$ cat src/rtl/core/lcdseq_pkg.sv
`default_nettype none

package lcdseq_pkg;

    localparam int NUM_COLUMNS = 16;
    localparam int NUM_ROWS    = 2;

    localparam int STEP_W = 6;

    // Microcode layout: init program first, shared byte routine after it
    localparam logic [STEP_W-1:0] INIT_ENTRY = 6'd0;
    localparam logic [STEP_W-1:0] BYTE_ENTRY = 6'd43;
    localparam logic [STEP_W-1:0] STEP_LAST  = 6'd48;

    localparam logic [15:0] HOLD_MAX = 16'hFFFF;

    typedef enum logic [2:0] {
        REQ_INIT   = 3'd0,
        REQ_PRINT  = 3'd1,
        REQ_RAW    = 3'd2,
        REQ_CURSOR = 3'd3,
        REQ_CLEAR  = 3'd4
    } req_kind_t;

    typedef enum logic [1:0] {
        NIB_CONST = 2'd0,
        NIB_HI    = 2'd1,
        NIB_LO    = 2'd2
    } nib_src_t;

    typedef enum logic {
        HOLD_CONST = 1'b0,
        HOLD_REQ   = 1'b1
    } hold_src_t;

    typedef struct packed {
        logic        en;
        logic        rs_req;
        nib_src_t    nib_src;
        logic [3:0]  nib_const;
        hold_src_t   hold_src;
        logic [15:0] hold_const;
        logic        fin;
    } ucode_t;

    typedef struct packed {
        logic        rs_pin;
        logic        enable_pin;
        logic [3:0]  nibble;
        logic [15:0] hold_us;
        logic        last;
    } phase_t;

    localparam logic [7:0] CMD_CLEAR = 8'h01;
    localparam logic [7:0] CMD_NONE  = 8'h00;
    localparam logic [7:0] CMD_DDRAM = 8'h80;

    localparam logic [15:0] HOLD_PRINT = 16'd51;
    localparam logic [15:0] HOLD_CMD   = 16'd41;
    localparam logic [15:0] HOLD_CLEAR = 16'd1641;

endpackage

`default_nettype wire

$ cat src/rtl/core/lcdseq_if.sv
`default_nettype none

interface lcdseq_req_if;
    logic        valid;
    logic        ready;
    logic [2:0]  req_type;
    logic [7:0]  data_byte;
    logic        rs_flag;
    logic [15:0] delay_us;
    logic [4:0]  column;
    logic [1:0]  row;

    modport source (output valid, req_type, data_byte, rs_flag, delay_us, column, row,
                    input ready);
    modport sink   (input valid, req_type, data_byte, rs_flag, delay_us, column, row,
                    output ready);
endinterface

interface lcdseq_phase_if;
    logic        valid;
    logic        ready;
    logic        rs_pin;
    logic        enable_pin;
    logic [3:0]  nibble;
    logic [15:0] hold_us;
    logic        last;

    modport source (output valid, rs_pin, enable_pin, nibble, hold_us, last,
                    input ready);
    modport sink   (input valid, rs_pin, enable_pin, nibble, hold_us, last,
                    output ready);
endinterface

`default_nettype wire

$ cat src/rtl/core/lcdseq_ucode.sv
`default_nettype none

module lcdseq_ucode (
    input  wire logic [lcdseq_pkg::STEP_W-1:0] step,
    output lcdseq_pkg::ucode_t                 word
);
    import lcdseq_pkg::*;

    // constant init phase: RS low, fixed nibble and hold
    function automatic ucode_t ph(input logic en, input logic [3:0] nib,
                                  input logic [15:0] hold, input logic fin);
        ucode_t w;
        w.en         = en;
        w.rs_req     = 1'b0;
        w.nib_src    = NIB_CONST;
        w.nib_const  = nib;
        w.hold_src   = HOLD_CONST;
        w.hold_const = hold;
        w.fin        = fin;
        return w;
    endfunction

    // byte routine phase driven by the latched request
    function automatic ucode_t bp(input logic en, input logic rs, input nib_src_t src,
                                  input hold_src_t hs, input logic [15:0] hold,
                                  input logic fin);
        ucode_t w;
        w.en         = en;
        w.rs_req     = rs;
        w.nib_src    = src;
        w.nib_const  = 4'h0;
        w.hold_src   = hs;
        w.hold_const = hold;
        w.fin        = fin;
        return w;
    endfunction

    always_comb
    begin
        case (step)
            // power-up wait
            6'd0:  word = ph(1'b0, 4'h0, 16'd15000, 1'b0);
            // function set nibbles
            6'd1:  word = ph(1'b1, 4'h3, 16'd1, 1'b0);
            6'd2:  word = ph(1'b0, 4'h3, 16'd1, 1'b0);
            6'd3:  word = ph(1'b0, 4'h3, 16'd4201, 1'b0);
            6'd4:  word = ph(1'b1, 4'h3, 16'd1, 1'b0);
            6'd5:  word = ph(1'b0, 4'h3, 16'd1, 1'b0);
            6'd6:  word = ph(1'b0, 4'h3, 16'd151, 1'b0);
            // 0x32
            6'd7:  word = ph(1'b1, 4'h3, 16'd1, 1'b0);
            6'd8:  word = ph(1'b0, 4'h3, 16'd1, 1'b0);
            6'd9:  word = ph(1'b0, 4'h3, 16'd2, 1'b0);
            6'd10: word = ph(1'b1, 4'h2, 16'd1, 1'b0);
            6'd11: word = ph(1'b0, 4'h2, 16'd1, 1'b0);
            6'd12: word = ph(1'b0, 4'h2, 16'd41, 1'b0);
            // 0x28
            6'd13: word = ph(1'b1, 4'h2, 16'd1, 1'b0);
            6'd14: word = ph(1'b0, 4'h2, 16'd1, 1'b0);
            6'd15: word = ph(1'b0, 4'h2, 16'd2, 1'b0);
            6'd16: word = ph(1'b1, 4'h8, 16'd1, 1'b0);
            6'd17: word = ph(1'b0, 4'h8, 16'd1, 1'b0);
            6'd18: word = ph(1'b0, 4'h8, 16'd41, 1'b0);
            // 0x08
            6'd19: word = ph(1'b1, 4'h0, 16'd1, 1'b0);
            6'd20: word = ph(1'b0, 4'h0, 16'd1, 1'b0);
            6'd21: word = ph(1'b0, 4'h0, 16'd2, 1'b0);
            6'd22: word = ph(1'b1, 4'h8, 16'd1, 1'b0);
            6'd23: word = ph(1'b0, 4'h8, 16'd1, 1'b0);
            6'd24: word = ph(1'b0, 4'h8, 16'd41, 1'b0);
            // 0x01, long clear delay
            6'd25: word = ph(1'b1, 4'h0, 16'd1, 1'b0);
            6'd26: word = ph(1'b0, 4'h0, 16'd1, 1'b0);
            6'd27: word = ph(1'b0, 4'h0, 16'd2, 1'b0);
            6'd28: word = ph(1'b1, 4'h1, 16'd1, 1'b0);
            6'd29: word = ph(1'b0, 4'h1, 16'd1, 1'b0);
            6'd30: word = ph(1'b0, 4'h1, 16'd1641, 1'b0);
            // 0x06
            6'd31: word = ph(1'b1, 4'h0, 16'd1, 1'b0);
            6'd32: word = ph(1'b0, 4'h0, 16'd1, 1'b0);
            6'd33: word = ph(1'b0, 4'h0, 16'd2, 1'b0);
            6'd34: word = ph(1'b1, 4'h6, 16'd1, 1'b0);
            6'd35: word = ph(1'b0, 4'h6, 16'd1, 1'b0);
            6'd36: word = ph(1'b0, 4'h6, 16'd41, 1'b0);
            // 0x0F, end of init
            6'd37: word = ph(1'b1, 4'h0, 16'd1, 1'b0);
            6'd38: word = ph(1'b0, 4'h0, 16'd1, 1'b0);
            6'd39: word = ph(1'b0, 4'h0, 16'd2, 1'b0);
            6'd40: word = ph(1'b1, 4'hF, 16'd1, 1'b0);
            6'd41: word = ph(1'b0, 4'hF, 16'd1, 1'b0);
            6'd42: word = ph(1'b0, 4'hF, 16'd41, 1'b1);
            // shared byte routine
            6'd43: word = bp(1'b1, 1'b1, NIB_HI, HOLD_CONST, 16'd1, 1'b0);
            6'd44: word = bp(1'b0, 1'b1, NIB_HI, HOLD_CONST, 16'd1, 1'b0);
            6'd45: word = bp(1'b0, 1'b0, NIB_HI, HOLD_CONST, 16'd2, 1'b0);
            6'd46: word = bp(1'b1, 1'b1, NIB_LO, HOLD_CONST, 16'd1, 1'b0);
            6'd47: word = bp(1'b0, 1'b1, NIB_LO, HOLD_CONST, 16'd1, 1'b0);
            6'd48: word = bp(1'b0, 1'b0, NIB_LO, HOLD_REQ, 16'd0, 1'b1);
            default: word = ph(1'b0, 4'h0, 16'd0, 1'b1);
        endcase
    end

endmodule

`default_nettype wire

$ cat src/rtl/core/lcdseq_phase_dp.sv
`default_nettype none

module lcdseq_phase_dp (
    input  wire lcdseq_pkg::ucode_t word,
    input  wire logic [7:0]         byte_val,
    input  wire logic               rs_val,
    input  wire logic [15:0]        hold_val,
    output lcdseq_pkg::phase_t      phase
);
    import lcdseq_pkg::*;

    always_comb
    begin
        phase.rs_pin     = word.rs_req & rs_val;
        phase.enable_pin = word.en;
        case (word.nib_src)
            NIB_HI:  phase.nibble = byte_val[7:4];
            NIB_LO:  phase.nibble = byte_val[3:0];
            default: phase.nibble = word.nib_const;
        endcase
        phase.hold_us = (word.hold_src == HOLD_REQ) ? hold_val : word.hold_const;
        phase.last    = word.fin;
    end

endmodule

`default_nettype wire

$ cat src/rtl/core/char_lcd_nibble_sequencer.sv
`default_nettype none

// Channel   Dir  Transfer carries
// req       in   req_type, data_byte, rs_flag, delay_us, column, row
// phase     out  rs_pin, enable_pin, nibble, hold_us, last
//
// One phase leaves per cycle while the output register is free; a byte request
// takes 6 phases, init 43, set by the step counter walking the control ROM.
// A request is taken only when the previous run has issued its last phase; an
// unknown request type is taken and produces nothing.
// A stall on phase holds the step counter; the output register parts the sides.
// rst_n clears the busy flag and output valid asynchronously.
module char_lcd_nibble_sequencer (
    input  wire logic      clk,
    input  wire logic      rst_n,
    lcdseq_req_if.sink     req,
    lcdseq_phase_if.source phase
);
    import lcdseq_pkg::*;

    logic                busy_reg, busy_next;
    logic [STEP_W-1:0]   step_reg, step_next;
    logic [7:0]          byte_reg, byte_next;
    logic                rs_reg, rs_next;
    logic [15:0]         hold_reg, hold_next;
    logic                out_valid_reg, out_valid_next;
    phase_t              out_reg, out_next;

    ucode_t              word;
    phase_t              cur_phase;
    logic                accept;
    logic                advance;
    logic                cur_ok;
    logic [7:0]          cur_cmd;
    logic [15:0]         raw_hold;

    lcdseq_ucode u_ucode (
        .step (step_reg),
        .word (word)
    );

    lcdseq_phase_dp u_dp (
        .word     (word),
        .byte_val (byte_reg),
        .rs_val   (rs_reg),
        .hold_val (hold_reg),
        .phase    (cur_phase)
    );

    assign req.ready = !busy_reg;
    assign accept    = req.valid && !busy_reg;
    // issue the next phase when the output register is free or being drained
    assign advance   = busy_reg && (!out_valid_reg || phase.ready);

    // cursor command: DDRAM address of row/column, or no-op when out of range
    assign cur_ok = (req.row >= 2'd1) && (32'(req.row) <= NUM_ROWS) &&
                    (req.column >= 5'd1) && (32'(req.column) <= NUM_COLUMNS);
    assign cur_cmd = cur_ok ?
        (CMD_DDRAM | {1'b0, (req.row == 2'd2), 6'({1'b0, req.column - 5'd1})}) : CMD_NONE;

    // saturate 1 + delay at the hold field's range
    assign raw_hold = (req.delay_us == HOLD_MAX) ? HOLD_MAX : req.delay_us + 16'd1;

    always_comb
    begin
        busy_next      = busy_reg;
        step_next      = step_reg;
        byte_next      = byte_reg;
        rs_next        = rs_reg;
        hold_next      = hold_reg;
        out_valid_next = out_valid_reg;
        out_next       = out_reg;

        if (advance)
        begin
            out_next       = cur_phase;
            out_valid_next = 1'b1;
            step_next      = step_reg + 6'd1;
            if (word.fin)
            begin
                busy_next = 1'b0;
            end
        end
        else if (phase.ready)
        begin
            out_valid_next = 1'b0;
        end

        if (accept)
        begin
            case (req.req_type)
                REQ_INIT:
                begin
                    step_next = INIT_ENTRY;
                    busy_next = 1'b1;
                end
                REQ_PRINT:
                begin
                    step_next = BYTE_ENTRY;
                    byte_next = req.data_byte;
                    rs_next   = 1'b1;
                    hold_next = HOLD_PRINT;
                    busy_next = 1'b1;
                end
                REQ_RAW:
                begin
                    step_next = BYTE_ENTRY;
                    byte_next = req.data_byte;
                    rs_next   = req.rs_flag;
                    hold_next = raw_hold;
                    busy_next = 1'b1;
                end
                REQ_CURSOR:
                begin
                    step_next = BYTE_ENTRY;
                    byte_next = cur_cmd;
                    rs_next   = 1'b0;
                    hold_next = HOLD_CMD;
                    busy_next = 1'b1;
                end
                REQ_CLEAR:
                begin
                    step_next = BYTE_ENTRY;
                    byte_next = CMD_CLEAR;
                    rs_next   = 1'b0;
                    hold_next = HOLD_CLEAR;
                    busy_next = 1'b1;
                end
                default:
                begin
                    // drop unknown requests
                    busy_next = 1'b0;
                end
            endcase
        end
    end

    always_ff @(posedge clk or negedge rst_n)
    begin
        if (!rst_n)
        begin
            busy_reg      <= 1'b0;
            step_reg      <= INIT_ENTRY;
            out_valid_reg <= 1'b0;
        end
        else
        begin
            busy_reg      <= busy_next;
            step_reg      <= step_next;
            out_valid_reg <= out_valid_next;
        end
    end

    always_ff @(posedge clk)
    begin
        byte_reg <= byte_next;
        rs_reg   <= rs_next;
        hold_reg <= hold_next;
        out_reg  <= out_next;
    end

    assign phase.valid      = out_valid_reg;
    assign phase.rs_pin     = out_reg.rs_pin;
    assign phase.enable_pin = out_reg.enable_pin;
    assign phase.nibble     = out_reg.nibble;
    assign phase.hold_us    = out_reg.hold_us;
    assign phase.last       = out_reg.last;

    // a known request starts a run
    assert property (@(posedge clk) disable iff (!rst_n)
        accept && (req.req_type <= REQ_CLEAR) |=> busy_reg)
        else $error("known request did not start a run");

    // stalled output holds the step counter
    assert property (@(posedge clk) disable iff (!rst_n)
        busy_reg && out_valid_reg && !phase.ready |=> $stable(step_reg))
        else $error("step advanced under output stall");

    // the step counter stays inside the control program while running
    assert property (@(posedge clk) disable iff (!rst_n)
        busy_reg |-> step_reg <= STEP_LAST)
        else $error("step counter left the control program");

    // a run issues a phase whenever the output register is free
    assert property (@(posedge clk) disable iff (!rst_n)
        busy_reg && !out_valid_reg |=> out_valid_reg)
        else $error("free output register not filled");

endmodule

`default_nettype wire
$ cat src/flat_wrapper.sv
// flat-port wrapper written by rule: the top's interface ports become plain ports
module char_lcd_nibble_sequencer_flat import lcdseq_pkg::*;
  (clk, rst_n, req_valid, req_req_type, req_data_byte, req_rs_flag, req_delay_us, req_column, req_row, req_ready, phase_valid, phase_rs_pin, phase_enable_pin, phase_nibble, phase_hold_us, phase_last, phase_ready);
  lcdseq_req_if req_i ();
  lcdseq_phase_if phase_i ();
  input  wire logic clk;
  input  wire logic rst_n;
  input wire logic [$bits(req_i.valid)-1:0] req_valid;
  input wire logic [$bits(req_i.req_type)-1:0] req_req_type;
  input wire logic [$bits(req_i.data_byte)-1:0] req_data_byte;
  input wire logic [$bits(req_i.rs_flag)-1:0] req_rs_flag;
  input wire logic [$bits(req_i.delay_us)-1:0] req_delay_us;
  input wire logic [$bits(req_i.column)-1:0] req_column;
  input wire logic [$bits(req_i.row)-1:0] req_row;
  output wire logic [$bits(req_i.ready)-1:0] req_ready;
  output wire logic [$bits(phase_i.valid)-1:0] phase_valid;
  output wire logic [$bits(phase_i.rs_pin)-1:0] phase_rs_pin;
  output wire logic [$bits(phase_i.enable_pin)-1:0] phase_enable_pin;
  output wire logic [$bits(phase_i.nibble)-1:0] phase_nibble;
  output wire logic [$bits(phase_i.hold_us)-1:0] phase_hold_us;
  output wire logic [$bits(phase_i.last)-1:0] phase_last;
  input wire logic [$bits(phase_i.ready)-1:0] phase_ready;
  assign req_i.valid = req_valid;
  assign req_i.req_type = req_req_type;
  assign req_i.data_byte = req_data_byte;
  assign req_i.rs_flag = req_rs_flag;
  assign req_i.delay_us = req_delay_us;
  assign req_i.column = req_column;
  assign req_i.row = req_row;
  assign req_ready = req_i.ready;
  assign phase_valid = phase_i.valid;
  assign phase_rs_pin = phase_i.rs_pin;
  assign phase_enable_pin = phase_i.enable_pin;
  assign phase_nibble = phase_i.nibble;
  assign phase_hold_us = phase_i.hold_us;
  assign phase_last = phase_i.last;
  assign phase_i.ready = phase_ready;
  char_lcd_nibble_sequencer u_core (.clk(clk), .rst_n(rst_n), .req(req_i), .phase(phase_i));
endmodule
$ cat config.mk
export PLATFORM = sky130hd
export DESIGN_NAME = char_lcd_nibble_sequencer_flat
export DESIGN_NICKNAME = d
export VERILOG_FILES = /design/src/rtl/core/lcdseq_pkg.sv /design/src/rtl/core/lcdseq_if.sv /design/src/rtl/core/lcdseq_ucode.sv /design/src/rtl/core/lcdseq_phase_dp.sv /design/src/rtl/core/char_lcd_nibble_sequencer.sv /design/src/flat_wrapper.sv
export SDC_FILE = /design/constraint.sdc
export NUM_CORES = 1
export LEC_CHECK = 0
export ABC_AREA = 1
export ABC_CLOCK_PERIOD_IN_PS = 2300
export BUFFER_PORTS_ARGS = -buffer_cell sky130_fd_sc_hd__clkbuf_2
export CAP_MARGIN = 20
export CELL_PAD_IN_SITES_DETAIL_PLACEMENT = 1
export CELL_PAD_IN_SITES_GLOBAL_PLACEMENT = 1
export CORE_MARGIN = 5
export CORE_UTILIZATION = 41
export CTS_CLUSTER_SIZE = 12
export DETAILED_ROUTE_END_ITERATION = 6
export HOLD_SLACK_MARGIN = 0.15
export PLACE_DENSITY_LB_ADDON = 0.1
export SYNTH_ARGS = -nofsm -noshare
export SYNTH_HDL_FRONTEND = slang
export SYNTH_SLANG_ARGS = --single-unit
$ cat constraint.sdc
create_clock -name clk -period 2.3 [get_ports clk]
set_input_delay 0.46 -clock clk [delete_from_list [all_inputs] [get_ports clk]]
set_output_delay 0.46 -clock clk [all_outputs]
set_load 0.01 [all_outputs]
**Yosys cells after proc, flatten, opt, wreduce, memory -nomap -nowiden**

Memories as Yosys holds them, arrays and structs flattened.
Index checks and enable logic that the tools add are counted.

- Input port bits: 39
- Word-level logic and storage cells: 67
- Memory bits (writable): 0
- Memories kept: 1
- Register bits: 56
- ROM bits: 1472
- Latch bits: 0
- Output and inout bits: 25

- Add/subtract/negate cells: 3
- Order comparisons: 4
- $mul: 0
- Reduce and logical (&&, ||, !) cells: 23
- Shifts and indexed selects: 0
- Div/mod/pow operators: 0
- Equality and inequality tests: 8
- Multiplexer cells: 16
- Bitwise logic cells: 1

Memories:

| memory | depth | width | read ports | clocked after memory_dff | write ports | line | RTL |
|---|---|---|---|---|---|---|---|
| (name not given) | 64 | 23 | 1 | 0 | 0 | lcdseq_ucode.sv:40 | `case (step)` |

Operators with widths:

| cell | count |
|---|---|
| 16-bit case mux with 4 select lines | 1 |
| 16-bit two-way mux | 2 |
| 8-bit case mux with 3 select lines | 1 |
| 16-bit by 1-bit adder with 16-bit output, second input constant | 1 |
| 16-bit equality test, second input constant | 1 |
| 6-bit two-way mux | 2 |
| 6-bit case mux with 2 select lines | 1 |
| 8-bit two-way mux | 1 |
| 4-bit case mux with 2 select lines | 1 |
| 2-bit AND reduction | 4 |
| 6-bit by 1-bit adder with 6-bit output, second input constant | 1 |
| 3-bit by 2-bit equality test with 1-bit output, second input constant | 2 |
| 1-bit two-way mux | 6 |
| 2-bit nonzero test | 3 |
| 3-bit nonzero test | 2 |
| 5-bit by 1-bit >= comparator with 1-bit output, second input constant | 1 |
| 5-bit <= comparator, second input constant | 1 |
| 1-bit logical AND | 5 |
| 5-bit OR reduction | 1 |
| 5-bit by 1-bit subtractor with 5-bit output, second input constant | 1 |
| 2-bit equality test, second input constant | 2 |
| 4-bit nonzero test | 1 |
| 2-bit OR reduction | 2 |
| 4-bit OR reduction | 1 |
| 10 further kinds | 11 |

**Logic depth before layout (Yosys ltp)**

- Depth after elaboration: 6
- Depth in mapped cells: 11
- Gate-level depth less buffers: 11

**Hierarchy**

From an unflattened synthesis, not the netlist that was laid out.

- Cell total of the unflattened synthesis: 500
- Area total of the unflattened synthesis: 3893.7 µm²

Modules (own cells, without submodules):

| module | area each (µm²) | instances | seq. area each (µm²) | cells an instance |
|---|---|---|---|---|
| char_lcd_nibble_sequencer | 2761.4 | 1 | 1641.6 | 277 |
| lcdseq_ucode | 734.5 | 1 | 0.0 | 139 |
| lcdseq_phase_dp | 397.9 | 1 | 0.0 | 84 |

**Worst setup path before layout**

OpenSTA, ideal clock, no wires.

- Path kind: reg-to-reg
- Start point: reg u_core.step_reg[0]
- End point: reg u_core.out_reg (netlist bit u_core.phase.nibble[1]) (data pin)
- Buffers on the path: 0
- Stages on the path, launching flop included: 12
- Period minus slack after synthesis: 2075 ps
- Arrival time: 1810 ps
- Slack: 225 ps
- Library setup time: 264 ps
- Cells stage by stage: dfrtp_1 > inv_1 > ha_1 > nand3_1 > inv_2 > nand2_2 > inv_2 > a21oi_1 > ha_1 > a21oi_1 > a21boi_0 > a31oi_1

RTL lines:

| what | line | RTL |
|---|---|---|
| from (decl) | char_lcd_nibble_sequencer.sv:22 | `logic [STEP_W-1:0] step_reg, step_next;` |
| from (signal assigned) | char_lcd_nibble_sequencer.sv:149 | `step_reg <= step_next;` |
| to (signal assigned) | char_lcd_nibble_sequencer.sv:159 | `out_reg <= out_next;` |
| to (decl) | char_lcd_nibble_sequencer.sv:27 | `phase_t out_reg, out_next;` |

==> impl_metrics.tcl <==
set metrics [dict create \
    status "finished, final reports clean" \
    synth_cells 437 \
    grt_max_degree 26 \
    synth_largest_area_cell "edfxtp_1" \
    tns_ps 0 \
    num_antenna_cells 0 \
    powerDensity_nw_per_um2 1030 \
    yosys.cell_types.count 32 \
    antenna_found_initial 0 \
    numCtsBuffers 5 \
    worst_setup_path_end_kind "register" \
    worstPathMaxFanout 7 \
    finalSetupViolations 0 \
    cts_htree_levels 2 \
    yosys_register_bits 56 \
    clockBufferDepth 2 \
    dr.pass1.iters 4 \
    num_rows 33 \
    min_to "u_core.byte_reg[7]" \
    clock_sinks 56 \
    overflow 0 \
    hold_path_depth 3 \
    rr_endpoint "u_core.phase.nibble[1]" \
    gp_congestion 0.971 \
    dpl-instance-area_um2 3930 \
    path_clk_slew_ps 110 \
    ir_drop_v 0.000388 \
    drv_cap 0 \
    finalMaxSlewViolations 0 \
    synth_nets 489 \
    rsz0062_at_grt "no" \
    drc_errors 0 \
    fin_worst_hold_slack_ps 429 \
    post_route_cells_drive_above_1_share 0.207 \
    final_area_um2 4040 \
    synth_seq_area_share 0.476 \
    critical_path_required_ps 2370 \
    viasPerCell 5.07 \
    tritoncts "built" \
    dp_hpwl_um 7510 \
    grt_pass1_wl_um 15300 \
    r2r-start "u_core.step_reg[1]" \
    synth_ff_type "edfxtp_1" \
    worstMarginPinSlew_ps 443 \
    portBuffers 63 \
    synth_top_area_frac 0.418 \
    yosysMostFrequentCell "nand2_1" \
    syn_area_um2 3450 \
    start_util 0.420 \
    coreArea_um2 8220 \
    vias 3123 \
    period_needed_ps 2150 \
    io_pins 64 \
    ff2ff_setup_slack_ps 150 \
    total_power_mw 4.15 \
    drtIter0Drc 126 \
    avgSynthCellArea_um2 7.89 \
    dp_cells 607 \
    grt_pass1_vias 3201 \
    finClkSkew_ps 11.5 \
    routed_wl_um 9320 \
    die_w_um 102 \
    grtUsageTotal 0.186 \
    die_h_um 102 \
    synth_edf_count 48 \
    hold_viol_final 0 \
    clkLatencyLatePin_ps 310 \
    fin_nets 562 \
    synth-async-reset-ratio 0.143 \
    synthTopCellsByCount "nand2_1 (128), inv_1 (51), edfxtp_1 (48)" \
    ant_nets 0 \
    ys_top_cells_by_area "edfxtp_1 (42%), nand2_1 (14%), dfrtp_1 (5.8%)" \
    slew_headroom 0.703 \
    hold_path_class "primary input to register" \
    critical_path_arrival_ps 2220 \
    leakagePower_nw 2.00 \
    critical_path_class "register to register" \
    max_freq_mhz 465 \
    start_kind "register" \
    wl_per_cell_um 15.1 \
    syn2layout_area_growth_pct 17.1 \
    final_cells 616 \
    ff2ff_path_depth 11 \
    die-area_um2 10300 \
    yosysWarnings 0 \
    post-route-period-util 0.935 \
    clockRootBuffer "clkbuf_8" \
    worstHoldStart "req_data_byte[7]" \
]
==> per-layer routing <==
layer	GRT usage	up-vias	routed length, um
met2	0.306	70	4330
met4	0.0511	0	160
li1	-	1579	-
met5	0	-	0
met1	0.261	1462	4510
met3	0.0213	12	323
==> worst max-delay path by stage <==
stage / cells past startpoint / slack (ps) / start / to
CTS: 11 / 40 / u_core.step_reg[1] / u_core.phase.nibble[1]
finish: 11 / 150 / u_core.step_reg[1] / u_core.phase.nibble[1]
global placement: 11 / 240 / u_core.step_reg[1] / u_core.phase.nibble[1]
floorplan: 11 / 230 / u_core.step_reg[0] / u_core.phase.nibble[1]
detailed placement: 11 / 90 / u_core.step_reg[1] / u_core.phase.nibble[1]
global route: 11 / 40 / u_core.step_reg[1] / u_core.phase.nibble[3]
==> cell type report <==
class                           count  area, um2
Clock buffer                        5       68.8
Clock inverter                      3       22.5
Fill cell                        1061       4180
Inverter                           66        248
Multi-Input combinational cell    307       1530
Sequential cell                    56       1640
Tap cell                          105        131
Timing Repair Buffer               74        400
==> placed cells by master, fill, tap and decap left out, types with 2 or more instances in the layout <==
cell type	instances
a21oi_1	21
buf_4	10
clkbuf_2	63
clkbuf_8	5
clkinv_1	2
dfrtp_1	7
edfxtp_1	48
ha_1	11
ha_2	2
inv_1	50
inv_2	15
nand2_1	128
nand2_2	2
nand3_1	33
nand4_1	8
nor2_1	42
nor2_2	5
nor3_1	3
o211ai_1	5
o21ai_0	10
o21ai_1	16
xnor2_1	5
xor2_1	5
==> power breakdown <==
group / internal (mW) / switching (mW) / total (mW)
Sequential: 1.48 / 0.142 / 1.62
Combinational: 0.661 / 1.31 / 1.97
Clock: 0.219 / 0.340 / 0.559
Total: 2.36 / 1.79 / 4.15
==> critical path, cell delays in order (launching register included) <==
cell,delay (ps)
dfrtp_2,440
inv_2,90
ha_2,200
nand3_1,130
inv_2,50
nand2_2,60
inv_2,40
a21oi_1,170
ha_2,350
a21oi_1,120
a21boi_0,210
a31oi_1,60
==> timing repair <==
action | 4_1_cts | 5_1_grt
resized for setup | 0 | 4
buffers inserted | 0 | 0
hold buffers | 1 | 0
hold endpoints to repair | 8 | 0
setup endpoints to repair | 0 | 3
==> per-stage QoR <==
stage	util	setup slack (ps)
floorplan	-	225
detailed placement	0.478	93.2
CTS	0.491	37.1
finish	0.492	148
global route	0.492	36.0
global placement	0.478	235
==> kinds of logic (layout without fill, tap and decap cells) <==
group	count (synthesis)	in the layout	share of synthesized area
xor+xnor	10	10	0.0254
fa+ha+maj	13	13	0.0472
buf+inv	74	148	0.0831
compound gates	61	61	0.0987
simple gates	223	223	0.270
flops	56	56	0.476
No activity file was read; power rests on OpenSTA's default activity.
